==> src/design/qps_pkg.sv <==
// qps_pkg: shared types for the ready queue priority select block
// operation codes, result status codes, controller states and the
// command and status structs between controller and datapath
`default_nettype none

package qps_pkg;

    localparam int unsigned FUNC_W = 3;
    localparam int unsigned ID_W   = 8;
    localparam int unsigned PRI_W  = 8;
    localparam int unsigned STAT_W = 2;

    typedef enum logic [FUNC_W-1:0] {
        FN_ENQUEUE = 3'd0,
        FN_DEQUEUE = 3'd1,
        FN_REMOVE  = 3'd2,
        FN_PEEK    = 3'd3,
        FN_TAKE    = 3'd4
    } func_t;

    typedef enum logic [STAT_W-1:0] {
        ST_DONE = 2'd0,
        ST_FULL = 2'd1,
        ST_MISS = 2'd2
    } status_t;

    typedef enum logic [2:0] {
        S_IDLE,
        S_START,
        S_SCAN,
        S_SHIFT,
        S_FINISH
    } state_t;

    typedef struct packed {
        logic    in_ready;
        logic    enq;
        logic    scan_init;
        logic    scan_step;
        logic    shift_init;
        logic    shift_step;
        logic    pop_head;
        logic    drop_tail;
        logic    res_load;
        status_t res_status;
        logic    res_best;
        logic    publish;
    } cmd_t;

    typedef struct packed {
        logic  in_fire;
        func_t op;
        logic  empty;
        logic  full;
        logic  scan_done;
        logic  found;
        logic  shift_done;
        logic  out_busy;
    } sts_t;

endpackage

`default_nettype wire

==> src/design/qps_if.sv <==
// qps_req_if and qps_rsp_if: valid/ready channels for operation and result items
// depends on qps_pkg for field widths
`default_nettype none

interface qps_req_if;
    import qps_pkg::*;

    logic              valid;
    logic              ready;
    logic [FUNC_W-1:0] func;
    logic [ID_W-1:0]   task_id;
    logic [PRI_W-1:0]  task_priority;

    modport source (output valid, output func, output task_id, output task_priority,
                    input ready);
    modport sink   (input valid, input func, input task_id, input task_priority,
                    output ready);
endinterface

interface qps_rsp_if #(
    parameter int CNT_W = 5
);
    import qps_pkg::*;

    logic              valid;
    logic              ready;
    logic [STAT_W-1:0] status;
    logic [ID_W-1:0]   out_id;
    logic [PRI_W-1:0]  out_priority;
    logic              is_empty;
    logic [CNT_W-1:0]  entry_count;

    modport source (output valid, output status, output out_id, output out_priority,
                    output is_empty, output entry_count, input ready);
    modport sink   (input valid, input status, input out_id, input out_priority,
                    input is_empty, input entry_count, output ready);
endinterface

`default_nettype wire

==> src/design/qps_ctrl.sv <==
// qps_ctrl: operation sequencer for the ready queue
// depends on qps_pkg for state, command and status types
`default_nettype none

module qps_ctrl (
    input  wire logic         clk,
    input  wire logic         rst_n,
    input  qps_pkg::sts_t     sts,
    output qps_pkg::cmd_t     cmd
);
    import qps_pkg::*;

    state_t state_reg;
    state_t state_next;

    always_ff @(posedge clk or negedge rst_n)
    begin
        if (!rst_n)
        begin
            state_reg <= S_IDLE;
        end
        else
        begin
            state_reg <= state_next;
        end
    end

    always_comb
    begin
        state_next = state_reg;
        case (state_reg)
            S_IDLE:
            begin
                if (sts.in_fire)
                begin
                    state_next = S_START;
                end
            end
            S_START:
            begin
                case (sts.op)
                    FN_DEQUEUE, FN_PEEK, FN_TAKE:
                    begin
                        state_next = sts.empty ? S_FINISH : S_SCAN;
                    end
                    FN_REMOVE:
                    begin
                        state_next = S_SCAN;
                    end
                    default:
                    begin
                        state_next = S_FINISH;
                    end
                endcase
            end
            S_SCAN:
            begin
                if (sts.scan_done)
                begin
                    case (sts.op)
                        FN_REMOVE:
                        begin
                            state_next = sts.found ? S_SHIFT : S_FINISH;
                        end
                        FN_TAKE:
                        begin
                            state_next = S_SHIFT;
                        end
                        default:
                        begin
                            state_next = S_FINISH;
                        end
                    endcase
                end
            end
            S_SHIFT:
            begin
                if (sts.shift_done)
                begin
                    state_next = S_FINISH;
                end
            end
            S_FINISH:
            begin
                if (!sts.out_busy)
                begin
                    state_next = S_IDLE;
                end
            end
            default:
            begin
                state_next = S_IDLE;
            end
        endcase
    end

    always_comb
    begin
        cmd = '0;
        case (state_reg)
            S_IDLE:
            begin
                cmd.in_ready = 1'b1;
            end
            S_START:
            begin
                case (sts.op)
                    FN_ENQUEUE:
                    begin
                        cmd.res_load   = 1'b1;
                        cmd.res_status = sts.full ? ST_FULL : ST_DONE;
                        cmd.enq        = !sts.full;
                    end
                    FN_DEQUEUE, FN_PEEK, FN_TAKE:
                    begin
                        if (sts.empty)
                        begin
                            cmd.res_load   = 1'b1;
                            cmd.res_status = ST_MISS;
                        end
                        else
                        begin
                            cmd.scan_init = 1'b1;
                        end
                    end
                    FN_REMOVE:
                    begin
                        cmd.scan_init = 1'b1;
                    end
                    default:
                    begin
                        cmd.res_load   = 1'b1;
                        cmd.res_status = ST_DONE;
                    end
                endcase
            end
            S_SCAN:
            begin
                cmd.scan_step = 1'b1;
                if (sts.scan_done)
                begin
                    cmd.res_load = 1'b1;
                    case (sts.op)
                        FN_DEQUEUE:
                        begin
                            cmd.res_status = ST_DONE;
                            cmd.res_best   = 1'b1;
                            cmd.pop_head   = 1'b1;
                        end
                        FN_TAKE:
                        begin
                            cmd.res_status = ST_DONE;
                            cmd.res_best   = 1'b1;
                            cmd.shift_init = 1'b1;
                        end
                        FN_REMOVE:
                        begin
                            cmd.res_status = sts.found ? ST_DONE : ST_MISS;
                            cmd.shift_init = sts.found;
                        end
                        default:
                        begin
                            cmd.res_status = ST_DONE;
                            cmd.res_best   = 1'b1;
                        end
                    endcase
                end
            end
            S_SHIFT:
            begin
                cmd.shift_step = 1'b1;
                cmd.drop_tail  = sts.shift_done;
            end
            S_FINISH:
            begin
                cmd.publish = !sts.out_busy;
            end
            default:
            begin
                cmd.in_ready = 1'b0;
            end
        endcase
    end

endmodule

`default_nettype wire

==> src/design/qps_dpath.sv <==
// qps_dpath: entry store, head/tail/count registers, scan and compaction
// pointers, result and output registers; depends on qps_pkg and qps_if
`default_nettype none

module qps_dpath #(
    parameter int QUEUE_DEPTH = 16
) (
    input  wire logic       clk,
    input  wire logic       rst_n,
    input  qps_pkg::cmd_t   cmd,
    output qps_pkg::sts_t   sts,
    qps_req_if.sink         req,
    qps_rsp_if.source       rsp
);
    import qps_pkg::*;

    localparam int IDX_W = $clog2(QUEUE_DEPTH);
    localparam int CNT_W = $clog2(QUEUE_DEPTH + 1);
    localparam int ENT_W = ID_W + PRI_W;
    localparam logic [CNT_W:0]   DEPTH_EXT = (CNT_W + 1)'(QUEUE_DEPTH);
    localparam logic [CNT_W-1:0] DEPTH_CNT = CNT_W'(QUEUE_DEPTH);
    localparam logic [IDX_W-1:0] LAST_IDX  = IDX_W'(QUEUE_DEPTH - 1);

    logic [ENT_W-1:0] store [QUEUE_DEPTH];

    func_t            op_reg;
    logic [ID_W-1:0]  id_reg;
    logic [PRI_W-1:0] pri_reg;

    logic [IDX_W-1:0] head_reg, head_next;
    logic [IDX_W-1:0] tail_reg, tail_next;
    logic [CNT_W-1:0] count_reg, count_next;

    logic [CNT_W-1:0] pos_reg, pos_next;
    logic [CNT_W-1:0] rd_pos_reg;
    logic             rd_vld_reg, rd_vld_next;
    logic [ENT_W-1:0] rd_data_reg;
    logic             found_reg, found_next;
    logic [CNT_W-1:0] best_pos_reg, best_pos_next;
    logic [ID_W-1:0]  best_id_reg, best_id_next;
    logic [PRI_W-1:0] best_pri_reg, best_pri_next;

    status_t          res_status_reg;
    logic [ID_W-1:0]  res_id_reg;
    logic [PRI_W-1:0] res_pri_reg;

    logic             out_valid_reg;
    status_t          out_status_reg;
    logic [ID_W-1:0]  out_id_reg;
    logic [PRI_W-1:0] out_pri_reg;
    logic [CNT_W-1:0] out_count_reg;

    logic             in_fire;
    logic [CNT_W-1:0] limit;
    logic             issue;
    logic             wr_en;
    logic [IDX_W-1:0] wr_addr;
    logic [ENT_W-1:0] wr_data;
    logic [IDX_W-1:0] rd_addr;
    logic [ID_W-1:0]  rd_id;
    logic [PRI_W-1:0] rd_pri;
    logic             id_match;

    function automatic logic [IDX_W-1:0] slot_of(input logic [IDX_W-1:0] head,
                                                 input logic [CNT_W-1:0] pos);
        logic [CNT_W:0] sum;
        sum = {1'b0, CNT_W'(head)} + {1'b0, pos};
        if (sum >= DEPTH_EXT)
        begin
            sum = sum - DEPTH_EXT;
        end
        return sum[IDX_W-1:0];
    endfunction

    assign in_fire   = req.valid && cmd.in_ready;
    assign req.ready = cmd.in_ready;

    assign rd_id    = rd_data_reg[ENT_W-1:PRI_W];
    assign rd_pri   = rd_data_reg[PRI_W-1:0];
    assign limit    = (op_reg == FN_DEQUEUE) ? CNT_W'(1) : count_reg;
    assign id_match = rd_vld_reg && (op_reg == FN_REMOVE) && (rd_id == id_reg) && !found_reg;
    assign rd_addr  = slot_of(head_reg, pos_reg);

    always_comb
    begin
        issue = 1'b0;
        if (cmd.scan_step)
        begin
            issue = (pos_reg < limit) && !found_reg;
        end
        else if (cmd.shift_step)
        begin
            issue = pos_reg < count_reg;
        end
    end

    always_comb
    begin
        wr_en   = 1'b0;
        wr_addr = tail_reg;
        wr_data = {id_reg, pri_reg};
        if (cmd.enq)
        begin
            wr_en = 1'b1;
        end
        else if (cmd.shift_step && rd_vld_reg)
        begin
            wr_en   = 1'b1;
            wr_addr = slot_of(head_reg, rd_pos_reg - CNT_W'(1));
            wr_data = rd_data_reg;
        end
    end

    // entry store with registered read
    always_ff @(posedge clk)
    begin
        if (wr_en)
        begin
            store[wr_addr] <= wr_data;
        end
        rd_data_reg <= store[rd_addr];
    end

    always_comb
    begin
        head_next     = head_reg;
        tail_next     = tail_reg;
        count_next    = count_reg;
        pos_next      = pos_reg;
        rd_vld_next   = 1'b0;
        found_next    = found_reg;
        best_pos_next = best_pos_reg;
        best_id_next  = best_id_reg;
        best_pri_next = best_pri_reg;

        if (cmd.enq)
        begin
            tail_next  = (tail_reg == LAST_IDX) ? '0 : tail_reg + IDX_W'(1);
            count_next = count_reg + CNT_W'(1);
        end

        if (cmd.scan_init)
        begin
            pos_next   = '0;
            found_next = 1'b0;
        end

        if (cmd.scan_step || cmd.shift_step)
        begin
            rd_vld_next = issue;
            if (issue)
            begin
                pos_next = pos_reg + CNT_W'(1);
            end
        end

        if (cmd.scan_step && rd_vld_reg)
        begin
            if (id_match)
            begin
                found_next    = 1'b1;
                best_pos_next = rd_pos_reg;
            end
            if ((op_reg != FN_REMOVE) && ((rd_pos_reg == '0) || (rd_pri < best_pri_reg)))
            begin
                best_pos_next = rd_pos_reg;
                best_id_next  = rd_id;
                best_pri_next = rd_pri;
            end
        end

        if (cmd.shift_init)
        begin
            pos_next = best_pos_next + CNT_W'(1);
        end

        if (cmd.pop_head)
        begin
            head_next  = (head_reg == LAST_IDX) ? '0 : head_reg + IDX_W'(1);
            count_next = count_reg - CNT_W'(1);
        end

        if (cmd.drop_tail)
        begin
            tail_next  = (tail_reg == '0) ? LAST_IDX : tail_reg - IDX_W'(1);
            count_next = count_reg - CNT_W'(1);
        end
    end

    always_ff @(posedge clk or negedge rst_n)
    begin
        if (!rst_n)
        begin
            head_reg   <= '0;
            tail_reg   <= '0;
            count_reg  <= '0;
            pos_reg    <= '0;
            rd_vld_reg <= 1'b0;
            found_reg  <= 1'b0;
        end
        else
        begin
            head_reg   <= head_next;
            tail_reg   <= tail_next;
            count_reg  <= count_next;
            pos_reg    <= pos_next;
            rd_vld_reg <= rd_vld_next;
            found_reg  <= found_next;
        end
    end

    always_ff @(posedge clk)
    begin
        rd_pos_reg   <= pos_reg;
        best_pos_reg <= best_pos_next;
        best_id_reg  <= best_id_next;
        best_pri_reg <= best_pri_next;
        if (in_fire)
        begin
            op_reg  <= func_t'(req.func);
            id_reg  <= req.task_id;
            pri_reg <= req.task_priority;
        end
        if (cmd.res_load)
        begin
            res_status_reg <= cmd.res_status;
            res_id_reg     <= cmd.res_best ? best_id_next : '0;
            res_pri_reg    <= cmd.res_best ? best_pri_next : '0;
        end
    end

    // output register
    always_ff @(posedge clk or negedge rst_n)
    begin
        if (!rst_n)
        begin
            out_valid_reg <= 1'b0;
        end
        else if (cmd.publish)
        begin
            out_valid_reg <= 1'b1;
        end
        else if (rsp.ready)
        begin
            out_valid_reg <= 1'b0;
        end
    end

    always_ff @(posedge clk)
    begin
        if (cmd.publish)
        begin
            out_status_reg <= res_status_reg;
            out_id_reg     <= res_id_reg;
            out_pri_reg    <= res_pri_reg;
            out_count_reg  <= count_reg;
        end
    end

    assign rsp.valid        = out_valid_reg;
    assign rsp.status       = out_status_reg;
    assign rsp.out_id       = out_id_reg;
    assign rsp.out_priority = out_pri_reg;
    assign rsp.entry_count  = out_count_reg;
    assign rsp.is_empty     = (out_count_reg == '0);

    assign sts.in_fire    = in_fire;
    assign sts.op         = op_reg;
    assign sts.empty      = (count_reg == '0);
    assign sts.full       = (count_reg == DEPTH_CNT);
    assign sts.scan_done  = ((pos_reg == limit) || found_reg) && !rd_vld_reg;
    assign sts.found      = found_reg;
    assign sts.shift_done = (pos_reg == count_reg) && !rd_vld_reg;
    assign sts.out_busy   = out_valid_reg && !rsp.ready;

endmodule

`default_nettype wire

==> src/design/ready_queue_priority_select_core.sv <==
// ready queue with most-urgent extraction: one item in flight, the next item is accepted
// the cycle after a result enters the output register; enqueue, unused codes and any read
// of an empty queue go from start straight to finish; dequeue reads the head entry; peek and
// remove miss sweep all n entries through one registered read port; take and remove hit
// sweep to find position p, then compact the entries behind p one slot toward the head
// reset empties the queue and the output register; store contents stay undefined
`default_nettype none

module ready_queue_priority_select_core #(
    parameter int QUEUE_DEPTH = 16
) (
    input  wire logic clk,
    input  wire logic rst_n,
    qps_req_if.sink   req,
    qps_rsp_if.source rsp
);
    import qps_pkg::*;

    cmd_t cmd;
    sts_t sts;

    qps_ctrl u_ctrl (
        .clk   (clk),
        .rst_n (rst_n),
        .sts   (sts),
        .cmd   (cmd)
    );

    qps_dpath #(
        .QUEUE_DEPTH (QUEUE_DEPTH)
    ) u_dpath (
        .clk   (clk),
        .rst_n (rst_n),
        .cmd   (cmd),
        .sts   (sts),
        .req   (req),
        .rsp   (rsp)
    );

endmodule

`default_nettype wire

==> src/flat_wrapper.sv <==
// flat-port wrapper written by rule: the top's interface ports become plain ports
module ready_queue_priority_select_core_flat import qps_pkg::*;
#(
    parameter int QUEUE_DEPTH = 16
)
  (clk, rst_n, req_valid, req_func, req_task_id, req_task_priority, req_ready, rsp_valid, rsp_status, rsp_out_id, rsp_out_priority, rsp_is_empty, rsp_entry_count, rsp_ready);
  qps_req_if req_i ();
  qps_rsp_if #(.CNT_W($clog2(QUEUE_DEPTH + 1))) rsp_i ();
  input  wire logic clk;
  input  wire logic rst_n;
  input wire logic [$bits(req_i.valid)-1:0] req_valid;
  input wire logic [$bits(req_i.func)-1:0] req_func;
  input wire logic [$bits(req_i.task_id)-1:0] req_task_id;
  input wire logic [$bits(req_i.task_priority)-1:0] req_task_priority;
  output wire logic [$bits(req_i.ready)-1:0] req_ready;
  output wire logic [$bits(rsp_i.valid)-1:0] rsp_valid;
  output wire logic [$bits(rsp_i.status)-1:0] rsp_status;
  output wire logic [$bits(rsp_i.out_id)-1:0] rsp_out_id;
  output wire logic [$bits(rsp_i.out_priority)-1:0] rsp_out_priority;
  output wire logic [$bits(rsp_i.is_empty)-1:0] rsp_is_empty;
  output wire logic [$bits(rsp_i.entry_count)-1:0] rsp_entry_count;
  input wire logic [$bits(rsp_i.ready)-1:0] rsp_ready;
  assign req_i.valid = req_valid;
  assign req_i.func = req_func;
  assign req_i.task_id = req_task_id;
  assign req_i.task_priority = req_task_priority;
  assign req_ready = req_i.ready;
  assign rsp_valid = rsp_i.valid;
  assign rsp_status = rsp_i.status;
  assign rsp_out_id = rsp_i.out_id;
  assign rsp_out_priority = rsp_i.out_priority;
  assign rsp_is_empty = rsp_i.is_empty;
  assign rsp_entry_count = rsp_i.entry_count;
  assign rsp_i.ready = rsp_ready;
  ready_queue_priority_select_core #(.QUEUE_DEPTH(QUEUE_DEPTH)) u_core (.clk(clk), .rst_n(rst_n), .req(req_i), .rsp(rsp_i));
endmodule
==> config.mk <==
export PLATFORM = sky130hd
export DESIGN_NAME = ready_queue_priority_select_core_flat
export DESIGN_NICKNAME = d
export VERILOG_FILES = /design/src/design/qps_pkg.sv /design/src/design/qps_if.sv /design/src/design/qps_ctrl.sv /design/src/design/qps_dpath.sv /design/src/design/ready_queue_priority_select_core.sv /design/src/flat_wrapper.sv
export SDC_FILE = /design/constraint.sdc
export NUM_CORES = 1
export LEC_CHECK = 0
export BUFFER_PORTS_ARGS = -buffer_cell sky130_fd_sc_hd__buf_2
export CAP_MARGIN = 10
export CORE_ASPECT_RATIO = 0.8
export CORE_MARGIN = 3
export CORE_UTILIZATION = 30
export CTS_CLUSTER_DIAMETER = 100
export DETAILED_ROUTE_END_ITERATION = 7
export GPL_TIMING_DRIVEN = 0
export PLACE_DENSITY_LB_ADDON = 0.05
export SLEW_MARGIN = 10
export SYNTH_ARGS = -nofsm -noshare
export SYNTH_HDL_FRONTEND = slang
export SYNTH_SLANG_ARGS = --single-unit
==> constraint.sdc <==
create_clock -name clk -period 2.7 [get_ports clk]
set_clock_uncertainty 0.05 [all_clocks]
set_input_delay 0.54 -clock clk [delete_from_list [all_inputs] [get_ports clk]]
set_output_delay 0.54 -clock clk [all_outputs]
set_load 0.01 [all_outputs]
---- Yosys cells after proc, flatten, opt, wreduce, memory -nomap -nowiden ----
Memory sizes are Yosys's and may differ from the RTL's. A register that Yosys moved wholly into a read port is not among the register bits.
Index checks and enable logic that the tools add are counted.
cells by class
  $add $sub $neg .......................... 12
  $mul .................................... 0
  div/mod/pow operators ................... 0
  $lt $le $gt $ge ......................... 5
  eq/ne operators ......................... 19
  shifts and indexed selects .............. 0
  mux-type cells .......................... 70
  bitwise gates (word level) .............. 0
  reduce and logical (&&, ||, !) cells .... 30
operators by type and width
  kind                                                                                  number
  5-bit 2-to-1 mux                                                                      11
  4-bit 2-to-1 mux                                                                      10
  16-bit 2-to-1 mux                                                                     2
  8-bit 2-to-1 mux                                                                      4
  1-bit 2-to-1 mux                                                                      25
  3-bit 2-to-1 mux                                                                      7
  3-bit one-hot mux with 2 select lines                                                 3
  5-bit by 1-bit adder with 5-bit output (second input constant)                        3
  5-bit logical NOT                                                                     3
  3-bit one-hot mux with 5 select lines                                                 1
  4-bit by 5-bit adder with 6-bit output                                                2
  3-bit by 2-bit equality test with 1-bit output (second input constant)                4
  6-bit by 5-bit greater-or-equal comparator with 1-bit output (second input constant)  2
  4-bit by 1-bit subtractor with 4-bit output (second input constant)                   3
  1-bit logical AND                                                                     11
  5-bit equality test                                                                   2
  5-bit less-than comparator                                                            2
  5-bit by 1-bit subtractor with 5-bit output (second input constant)                   2
  3-bit one-hot mux with 3 select lines                                                 1
  4-bit by 1-bit adder with 4-bit output (second input constant)                        2
  4-bit equality test (second input constant)                                           2
  8-bit equality test                                                                   1
  8-bit less-than comparator                                                            1
  2-bit 2-to-1 mux                                                                      4
  other kinds (15)                                                                      28
storage, ports and cells
  flip-flop bits (word level) ............. 110
  latch bits .............................. 0
  RAM bits ................................ 256
  ROM bits ................................ 0
  input bits .............................. 23
  output and inout port bits .............. 26
  logic and storage cells ................. 159
  memories kept ........................... 1
memories
  name                  words  width  rd ports  clocked after memory_dff  write ports  line             RTL
  u_core.u_dpath.store  16     16     1         1                         1            qps_dpath.sv:24  logic [ENT_W-1:0] store [QUEUE_DEPTH];

---- Depth between registers and ports, before layout ----
Gate-level depths: netlist of run 1.
  depth after elaboration ................. 11
  depth in mapped cells ................... 10
  gate-level depth less buffers ........... 10

---- Cells and area by module ----
Synthesis of run 1 repeated with hierarchy kept, for this count alone.
unflattened totals
  cell total of the unflattened synthesis .. 931
  area total of the unflattened synthesis .. 15762.6 µm²
by module, submodules not included
  module     times used  cells each  area an instance (µm²)  sequential area each (µm²)
  qps_dpath  1           879         15363.5                 10855.4
  qps_ctrl   1           52          399.1                   75.1

---- Worst setup path before layout of run 1 ----
OpenSTA, ideal clock, no wires.
  path type ............................... register to register
  from .................................... register u_core.u_dpath.rd_pos_reg[0]
  to ...................................... memory u_core.u_dpath.store[10][0] (netlist name) (enable)
  library setup time ...................... 388 ps
  arrival ................................. 2463 ps
  data required time ...................... 2262 ps
  setup slack ............................. -202 ps
  cell stages (with the launch flop) ...... 11
  buffers on the path ..................... 0
  cells stage by stage .................... dfxtp_1 inv_1 ha_1 inv_1 ha_1 a21o_1 a21oi_1 xnor2_1 o21ai_0 nand2_1 nor2_1
between the ends
  cells in the longest elaborated chain, start to end .. 6
  elaborated cells on any way between the ends .. 7
RTL lines
  what                                                                                                                                line                              RTL
  start, declared                                                                                                                     qps_dpath.sv:35                   logic [CNT_W-1:0] rd_pos_reg;
  start signal, assigned                                                                                                              qps_dpath.sv:214                  rd_pos_reg <= pos_reg;
  5-bit by 1-bit subtractor with 5-bit output (*)                                                                                     qps_dpath.sv:109                  wr_addr = slot_of(head_reg, rd_pos_reg - CNT_W'(1));
  4-bit by 5-bit adder with 6-bit output (*)                                                                                          qps_dpath.sv:67                   sum = {1'b0, CNT_W'(head)} + {1'b0, pos};
  6-bit by 5-bit greater-or-equal comparator with 1-bit output / 4-bit by 1-bit subtractor with 4-bit output (equally long branches)  qps_dpath.sv:68, qps_dpath.sv:70
  4-bit 2-to-1 mux (*)                                                                                                                qps_dpath.sv:68                   if (sum >= DEPTH_EXT)
  4-bit 2-to-1 mux (*)                                                                                                                qps_dpath.sv:106                  else if (cmd.shift_step && rd_vld_reg)
  4-bit 2-to-1 mux (*)                                                                                                                qps_dpath.sv:102                  if (cmd.enq)
  end, declared                                                                                                                       qps_dpath.sv:24
Every way passes the cells marked *; elsewhere a longest branch is shown, timed or not.

---- Worst setup path in the final report of run 1 ----
  from .................................... register u_core.u_dpath.head_reg[0]
  to ...................................... register u_core.u_dpath.rd_data_reg[3], read port of u_core.u_dpath.store
between the ends
  cells in the longest elaborated chain, start to end .. 3
  elaborated cells on any way between the ends .. 4
RTL lines
  what                                                                                                                                line                              RTL
  start, declared                                                                                                                     qps_dpath.sv:30                   logic [IDX_W-1:0] head_reg, head_next;
  start signal, assigned                                                                                                              qps_dpath.sv:203                  head_reg <= head_next;
  4-bit by 5-bit adder with 6-bit output (*)                                                                                          qps_dpath.sv:67
  6-bit by 5-bit greater-or-equal comparator with 1-bit output / 4-bit by 1-bit subtractor with 4-bit output (equally long branches)  qps_dpath.sv:68, qps_dpath.sv:70
  4-bit 2-to-1 mux (*)                                                                                                                qps_dpath.sv:68
  end, declared                                                                                                                       qps_dpath.sv:37                   logic [ENT_W-1:0] rd_data_reg;
Marks and branches as above.
A chain may end at the register's enable or synchronous reset.

==> results of run 1 <==
[what timing repair did]
| item | CTS | global route |
|---|---|---|
| setup buffers | 20 | 20 |
| gates resized for setup | 103 | 50 |
| pin swaps | 21 | 20 |
| gates cloned | 0 | 2 |
| hold buffers | 1 | 0 |
| setup endpoints to repair | 475 | 411 |
| endpoints found under the hold margin | 24 | 0 |
[layout by cell type, fill, tap and decap left out, types with 11 or more instances in the layout]
cell / instances
sky130_fd_sc_hd__dfrtp_1: 13
sky130_fd_sc_hd__clkbuf_16: 45
sky130_fd_sc_hd__mux4_2: 64
sky130_fd_sc_hd__nor2_1: 29
sky130_fd_sc_hd__xor2_1: 15
sky130_fd_sc_hd__a21oi_1: 27
sky130_fd_sc_hd__o21ai_0: 17
sky130_fd_sc_hd__xnor2_1: 11
sky130_fd_sc_hd__dfxtp_1: 40
sky130_fd_sc_hd__inv_1: 26
sky130_fd_sc_hd__mux2i_1: 20
sky130_fd_sc_hd__clkbuf_1: 15
sky130_fd_sc_hd__buf_6: 12
sky130_fd_sc_hd__nor2_4: 18
sky130_fd_sc_hd__ha_1: 31
sky130_fd_sc_hd__buf_12: 13
sky130_fd_sc_hd__buf_4: 32
sky130_fd_sc_hd__mux2_2: 29
sky130_fd_sc_hd__dfrtp_2: 11
sky130_fd_sc_hd__buf_2: 52
sky130_fd_sc_hd__nand2_1: 22
sky130_fd_sc_hd__edfxtp_1: 316
sky130_fd_sc_hd__nor2b_1: 35
[layout make-up]
cell class | count | share of cell area (%)
clock buffers | 55 | 5.690
flip-flops and latches | 382 | 56.64
well taps | 675 | 4.370
multi-input cells | 457 | 24.91
plain buffers | 32 | 1.476
clock inverters | 19 | 0.8868
repair buffers | 107 | 5.457
inverters | 29 | 0.5761
[power by group through the flow]
stage	logic, mW	clock network (mW)	registers, mW
detailed placement	5.05	0	8.12
global route	6.24	5.88	8.09
CTS	5.46	5.64	8.02
floorplan	3.53	0	7.87
finish	5.68	5.41	7.99
global placement	5.01	0	8.13
[through the flow]
step	cell area [sq um]	total power, mW	hold slack (ns)
after global placement	16650	13.14	0.3511
after CTS	18940	19.12	0.06112
after floorplan	15570	11.41	0.1944
after detailed placement	17020	13.16	0.3554
final	19330	19.07	0.1029
after global routing	19330	20.20	0.07625
[logic make-up (layout without fill, tap and decap cells)]
logic type / Yosys count / in the layout / share of synthesized area, %
flops: 382 / 382 / 70.26
simple gates: 169 / 169 / 5.718
compound gates: 104 / 104 / 4.399
fa+ha+maj: 35 / 35 / 2.911
mux: 120 / 120 / 13.33
buf+inv: 62 / 242 / 1.753
xor+xnor: 29 / 29 / 1.633
[worst max-delay path by stage]
| stage | from | endpoint | slack, ns | depth (start not counted) |
|---|---|---|---|---|
| final | u_core.u_dpath.head_reg[0]$_DFFE_PN0N_ | u_core.u_dpath.rd_data_reg[3]$_DFF_P_ | 0.09 | 8 |
| after global routing | u_core.u_dpath.op_reg[0]$_DFFE_PP_ | u_core.u_dpath.pos_reg[4]$_DFF_PN0_ | -0.07 | 10 |
| after CTS | u_core.u_dpath.count_reg[0]$_DFFE_PN0P_ | u_core.u_dpath.pos_reg[4]$_DFF_PN0_ | -0.01 | 8 |
| after detailed placement | u_core.u_dpath.pos_reg[0]$_DFF_PN0_ | u_core.u_dpath.rd_data_reg[7]$_DFF_P_ | -1.04 | 9 |
| after global placement | u_core.u_ctrl.state_reg[2]$_DFFE_PN0P_ | u_core.u_dpath.store[7][10]$_DFFE_PP_ | -1.49 | 7 |
| after floorplan | u_core.u_dpath.rd_pos_reg[0]$_DFF_P_ | u_core.u_dpath.store[10][0]$_DFFE_PP_ | -0.20 | 10 |
[metal layers]
| metal | global-route usage [%] | part of all wire, % | vias to the layer above | routed length (microns) |
|---|---|---|---|---|
| met2 | 21.57 | 43 | 145 | 17320 |
| met3 | 2.702 | 4.3 | 54 | 1719 |
| met5 | 0 | 0 | - | 0 |
| li1 | - | - | 3827 | - |
| met4 | 4.131 | 2.0 | 0 | 811 |
| met1 | 22.76 | 50 | 4268 | 20140 |
==> impl_metrics.ini, run 1 <==
[timing]
rsz_0062_raised_after_global_routing = yes
timing.final.ws_setup_ns = 0.09124
tns_ns = 0
finalMaxSlewViolations = 0
post-route-min-period_ns = 2.609
max_freq_mhz = 383.3
finalCritPeriodShare_pct = 96.62
setup_violations = 0
max-slew-margin-rel_pct = 49.00
worst-slew-pin-transition_ns = 0.7591
timing.final.hold_violations = 0

[cells_and_area]
filler_cell_count = 4665
register_area_sq_mm = 0.01095
drive_above_1_share_pct = 35.25
n_antenna_cell = 0
post_layout_nets = 1108
layout.core_utilization_pct = 38.27
multi_input_area_sq_mm = 0.004815
post_layout_nonfiller_instances = 1756
largest_reg_flops = 256
area_delta_synth_final_pct = 24.24

[floorplanning]
chipHeight_microns = 209.7
floorplan.initialDensity_pct = 30.80
floorplan.rows = 73
placeableCoreArea_sq_mm = 0.05051
chipWidth_microns = 260.6
die-area_sq_mm = 0.05464
num_io_pins = 49

[setup_path]
timing.critical_path.slowest_cell_delay_ns = 0.49
cp.arrival_ns = 2.98
category_of_the_worst_setup_path_capture_point = flip-flop
cp_cell_sequence = ha_1, inv_1, fa_1, buf_6, clkbuf_8, mux4_2, a211oi_2, a21oi_1
crit_buf_inv = 3
crit_path_max_delay_family = adder cells
worst_r2r_startpoint = u_core.u_dpath.head_reg[0]$_DFFE_PN0N_
reg2reg_depth = 8
cp_data_required_time_ns = 3.07
cp_slowest_cell = sky130_fd_sc_hd__fa_1
worst_setup_path_start_kind = flip-flop
timing_worst_setup_path_type = reg -> reg
rr_endpoint = u_core.u_dpath.rd_data_reg[3]$_DFF_P_
reg2reg_setup_slack_ns = 0.09
timing.critical_path.fanout_max = 10

[power_and_ir_drop]
clkPwrFrac_pct = 28.4
total_leakage_power_nw = 6.689
vdd_ir_drop_max_mv = 0.4195
power_report.internal_total_mw = 13.13
pwr_dens_mw_per_mm2 = 986.7
p_comb_share_pct = 29.8
power_frac_seq_pct = 41.9
switching_share_pct = 31.17
switching_power_mw = 5.945

[yosys]
syn-mean-instance-area_sq_um = 17.27
edff_count_synth = 316
synth-warning-count = 0
post-synth-top-count-cell = sky130_fd_sc_hd__edfxtp_1
netlist_area_sq_mm = 0.01556
synthFlopType = sky130_fd_sc_hd__edfxtp_1
synth_top_area_cells = sky130_fd_sc_hd__edfxtp_1 (61%), sky130_fd_sc_hd__mux4_2 (9.3%), sky130_fd_sc_hd__dfxtp_1 (5.4%), sky130_fd_sc_hd__dfrtp_1 (3.9%), sky130_fd_sc_hd__ha_1 (2.7%)
post_synth_most_frequent_cells = sky130_fd_sc_hd__edfxtp_1 (316), sky130_fd_sc_hd__mux4_2 (64), sky130_fd_sc_hd__nor2_1 (48), sky130_fd_sc_hd__dfxtp_1 (42), sky130_fd_sc_hd__nor2b_1 (35)
netlist_instances = 901
ys_seq_elements = 382
synthDominantCellAreaShare_pct = 60.99
post-synth-top-area-cell = sky130_fd_sc_hd__edfxtp_1
ys_types = 61
sequential_cell_area_fraction_in_the_yosys_report_pct = 70.26
mappedNetlistNets = 959
postSynth.asyncResetShare_pct = 6.283

[cts]
root_cell_of_the_clock_tree = sky130_fd_sc_hd__clkbuf_16
insertion_delay_of_the_later_clocked_pin_in_the_worst_skew_pair_ns = 0.56
cts_tree = built
cts_sinks = 382
clkSlewWorstSetupHoldPaths_ns = 0.06
cts_max_path_buffers = 3
cts_inserted_buffers = 41
maximum_level_of_the_cts_h_tree = 2

[detailed_routing]
wire_per_inst_microns = 22.78
route.vias.total = 8294
firstDrtPassIters = 7
drt.antenna.violating_nets = 0
routed_wirelength_microns = 40000
drt-initial-drc-count = 632
drc_errors = 0
vias_per_cell = 4.723

[global_route]
grt_pass1_wl_microns = 59010
grt_pass1_vias = 8537
initial_antenna_violation_count = 0
grt_util_all_layers_pct = 14.89
grt_overflow_total = 0
pin_count_of_the_biggest_net_entering_global_routing = 25

[placement]
port_buffers = 48
detailedPlacementHpwl_microns = 27320
dpl.cell_count = 1640
pre_cts_ws_ns = -1.037
gp_routability_congestion = 0.7543

[worst_hold_path]
min_path_cells = 1
min-delay-path-class = in -> reg
worst_min_delay_path_startpoint = req_task_priority[4]
timing.hold.worst_endpoint = u_core.u_dpath.pri_reg[4]$_DFFE_PP_

[job]
cap_viol_max_count = 0

[status]
outcome = finished, final reports clean
Power figures use the tool's default switching activity.
==> inputs of run 2 (changes only) <==
Settings changed: PLACE_DENSITY from default to 0.51, PLACE_DENSITY_LB_ADDON 0.05 to default.
==> impl_metrics.ini, run 2 (synthesis results as in run 1) <==
[status]
outcome = finished, final reports clean

[global_route]
initial_antenna_violation_count = 0
grt_pass1_vias = 8542
grt_pass1_wl_microns = 53680
grt_util_all_layers_pct = 13.05
grt_overflow_total = 0
pin_count_of_the_biggest_net_entering_global_routing = 25

[cts]
maximum_level_of_the_cts_h_tree = 2
cts_max_path_buffers = 3
clkSlewWorstSetupHoldPaths_ns = 0.06
cts_tree = built
cts_inserted_buffers = 42
root_cell_of_the_clock_tree = sky130_fd_sc_hd__clkbuf_16
cts_sinks = 382
insertion_delay_of_the_later_clocked_pin_in_the_worst_skew_pair_ns = 0.54

[detailed_routing]
vias_per_cell = 4.762
routed_wirelength_microns = 35570
drt.antenna.violating_nets = 0
route.vias.total = 8343
drt-initial-drc-count = 699
drc_errors = 0
firstDrtPassIters = 5
wire_per_inst_microns = 20.30

[placement]
detailedPlacementHpwl_microns = 24570
gp_routability_congestion = 0.7684
pre_cts_ws_ns = -1.086
placed_area_sq_mm = 0.01695
port_buffers = 48

[worst_hold_path]
min-delay-path-class = in -> reg
worst_min_delay_path_startpoint = req_task_id[3]

[setup_path]
crit_buf_inv = 3
critPathLaunch = u_core.u_dpath.head_reg[0]$_DFFE_PN0N_
category_of_the_worst_setup_path_capture_point = flip-flop
cp_data_required_time_ns = 3.03
worst_r2r_startpoint = u_core.u_dpath.head_reg[0]$_DFFE_PN0N_
crit_path_max_delay_family = adder cells
timing.critical_path.fanout_max = 6
timing.critical_path.slowest_cell_delay_ns = 0.44
cp.arrival_ns = 2.98
timing_worst_setup_path_type = reg -> reg
cp_slowest_cell = sky130_fd_sc_hd__fa_1
cp_cell_sequence = ha_1, inv_1, fa_1, buf_8, buf_4, mux4_2, nor2b_1, a211oi_2, a21oi_1
worst_setup_path_start_kind = flip-flop

[power_and_ir_drop]
pwr_dens_mw_per_mm2 = 982.2
power_frac_seq_pct = 42.2
vdd_ir_drop_max_mv = 0.3955
p_comb_share_pct = 29.2
power_report.internal_total_mw = 13.09
switching_power_mw = 5.753
total_leakage_power_nw = 6.653
clkPwrFrac_pct = 28.5
switching_share_pct = 30.53

[floorplanning]
placeableCoreArea_sq_mm = 0.05051
chipWidth_microns = 260.6
floorplan.rows = 73
chipHeight_microns = 209.7
die-area_sq_mm = 0.05464
floorplan.initialDensity_pct = 30.80
num_io_pins = 49

[timing]
post-route-min-period_ns = 2.647
finalCritPeriodShare_pct = 98.02
timing.final.hold_violations = 0
worst-slew-pin-transition_ns = 0.6783
timing.final.ws_setup_ns = 0.05348
finalMaxSlewViolations = 0
tns_ns = 0
setup_violations = 0
max_freq_mhz = 377.9
max-slew-margin-rel_pct = 54.78

[cells_and_area]
n_antenna_cell = 0
drive_above_1_share_pct = 34.54
final_common_cell = sky130_fd_sc_hd__edfxtp_1
area_delta_synth_final_pct = 23.30
post_layout_nets = 1104
final_cell_mix = sky130_fd_sc_hd__edfxtp_1 (316), sky130_fd_sc_hd__mux4_2 (64), sky130_fd_sc_hd__buf_2 (52), sky130_fd_sc_hd__clkbuf_16 (46), sky130_fd_sc_hd__dfxtp_1 (40)
final_area_sq_mm = 0.01918
largest_reg_flops = 256
layout.core_utilization_pct = 37.98

[job]
cap_viol_max_count = 0
==> run 2: per-stage QoR <==
stage	cells	hold WS (ns)	total power [mW]
after CTS	1735	0.09121	18.79
after detailed placement	1641	0.3545	12.96
final	1752	0.1276	18.84
after global placement	1624	0.3513	12.84
after floorplan	901	0.1944	11.41
after global routing	1752	0.1053	19.86
==> run 2: path summary, 6_finish.rpt <==
kind / end / slack [ns] / cells past startpoint
setup / recovery: u_core.u_dpath.rd_data_reg[5]$_DFF_P_ / 0.05 / 9
hold / removal: u_core.u_dpath.id_reg[3]$_DFFE_PP_ / 0.13 / 1
setup reg to reg: u_core.u_dpath.rd_data_reg[5]$_DFF_P_ / 0.05 / 9
hold reg to reg: u_core.u_dpath.rsp.out_priority[7]$_DFFE_PP_ / 0.37 / 0
max in group asynchronous: u_core.u_dpath.count_reg[4]$_DFFE_PN0P_ / 1.62 / 2
min in group asynchronous: u_core.u_dpath.pos_reg[3]$_DFF_PN0_ / 0.52 / 2
==> run 2: worst register-to-register path, cell delays in order (launching register included) <==
cell and delay [ns]:
sky130_fd_sc_hd__dfrtp_2 0.43, sky130_fd_sc_hd__ha_1 0.22, sky130_fd_sc_hd__inv_1 0.07, sky130_fd_sc_hd__fa_1 0.44, sky130_fd_sc_hd__buf_8 0.17, sky130_fd_sc_hd__buf_4 0.17, sky130_fd_sc_hd__mux4_2 0.31, sky130_fd_sc_hd__nor2b_1 0.16
sky130_fd_sc_hd__a211oi_2 0.38, sky130_fd_sc_hd__a21oi_1 0.10
==> run 2: power by group through the flow <==
| stage | clock (mW) | sequential [mW] | combinational, mW |
|---|---|---|---|
| CTS | 5.55 | 7.97 | 5.27 |
| floorplan | 0 | 7.87 | 3.53 |
| global route | 5.77 | 8.05 | 6.04 |
| global placement | 0 | 8.06 | 4.77 |
| finish | 5.38 | 7.95 | 5.51 |
| detailed placement | 0 | 8.06 | 4.89 |
==> run 2: cell type report <==
cell class	count	area (sq um)
buffer	32	289.0
clock buffer	58	1172
clock inverter	17	111.4
fill	4649	31330
inverter	29	111.4
multi-input combinational	457	4771
sequential	382	10950
tap	675	844.6
timing repair buffer	102	937.1
==> run 2: timing repair <==
item	CTS	global route
hold buffers	1	0
resized for setup	98	41
pin swaps	20	15
cloned	0	2
setup buffers	19	15
setup endpoints to repair	437	307
hold endpoints to repair	24	0
==> run 2: per-layer routing <==
| metal | vias to the layer above | share of wire, % | track usage [%] |
|---|---|---|---|
| met5 | - | 0 | 0 |
| met4 | 0 | 2.1 | 3.458 |
| met3 | 56 | 4.2 | 2.099 |
| met2 | 158 | 45 | 19.73 |
| met1 | 4308 | 49 | 19.49 |
| li1 | 3821 | - | - |
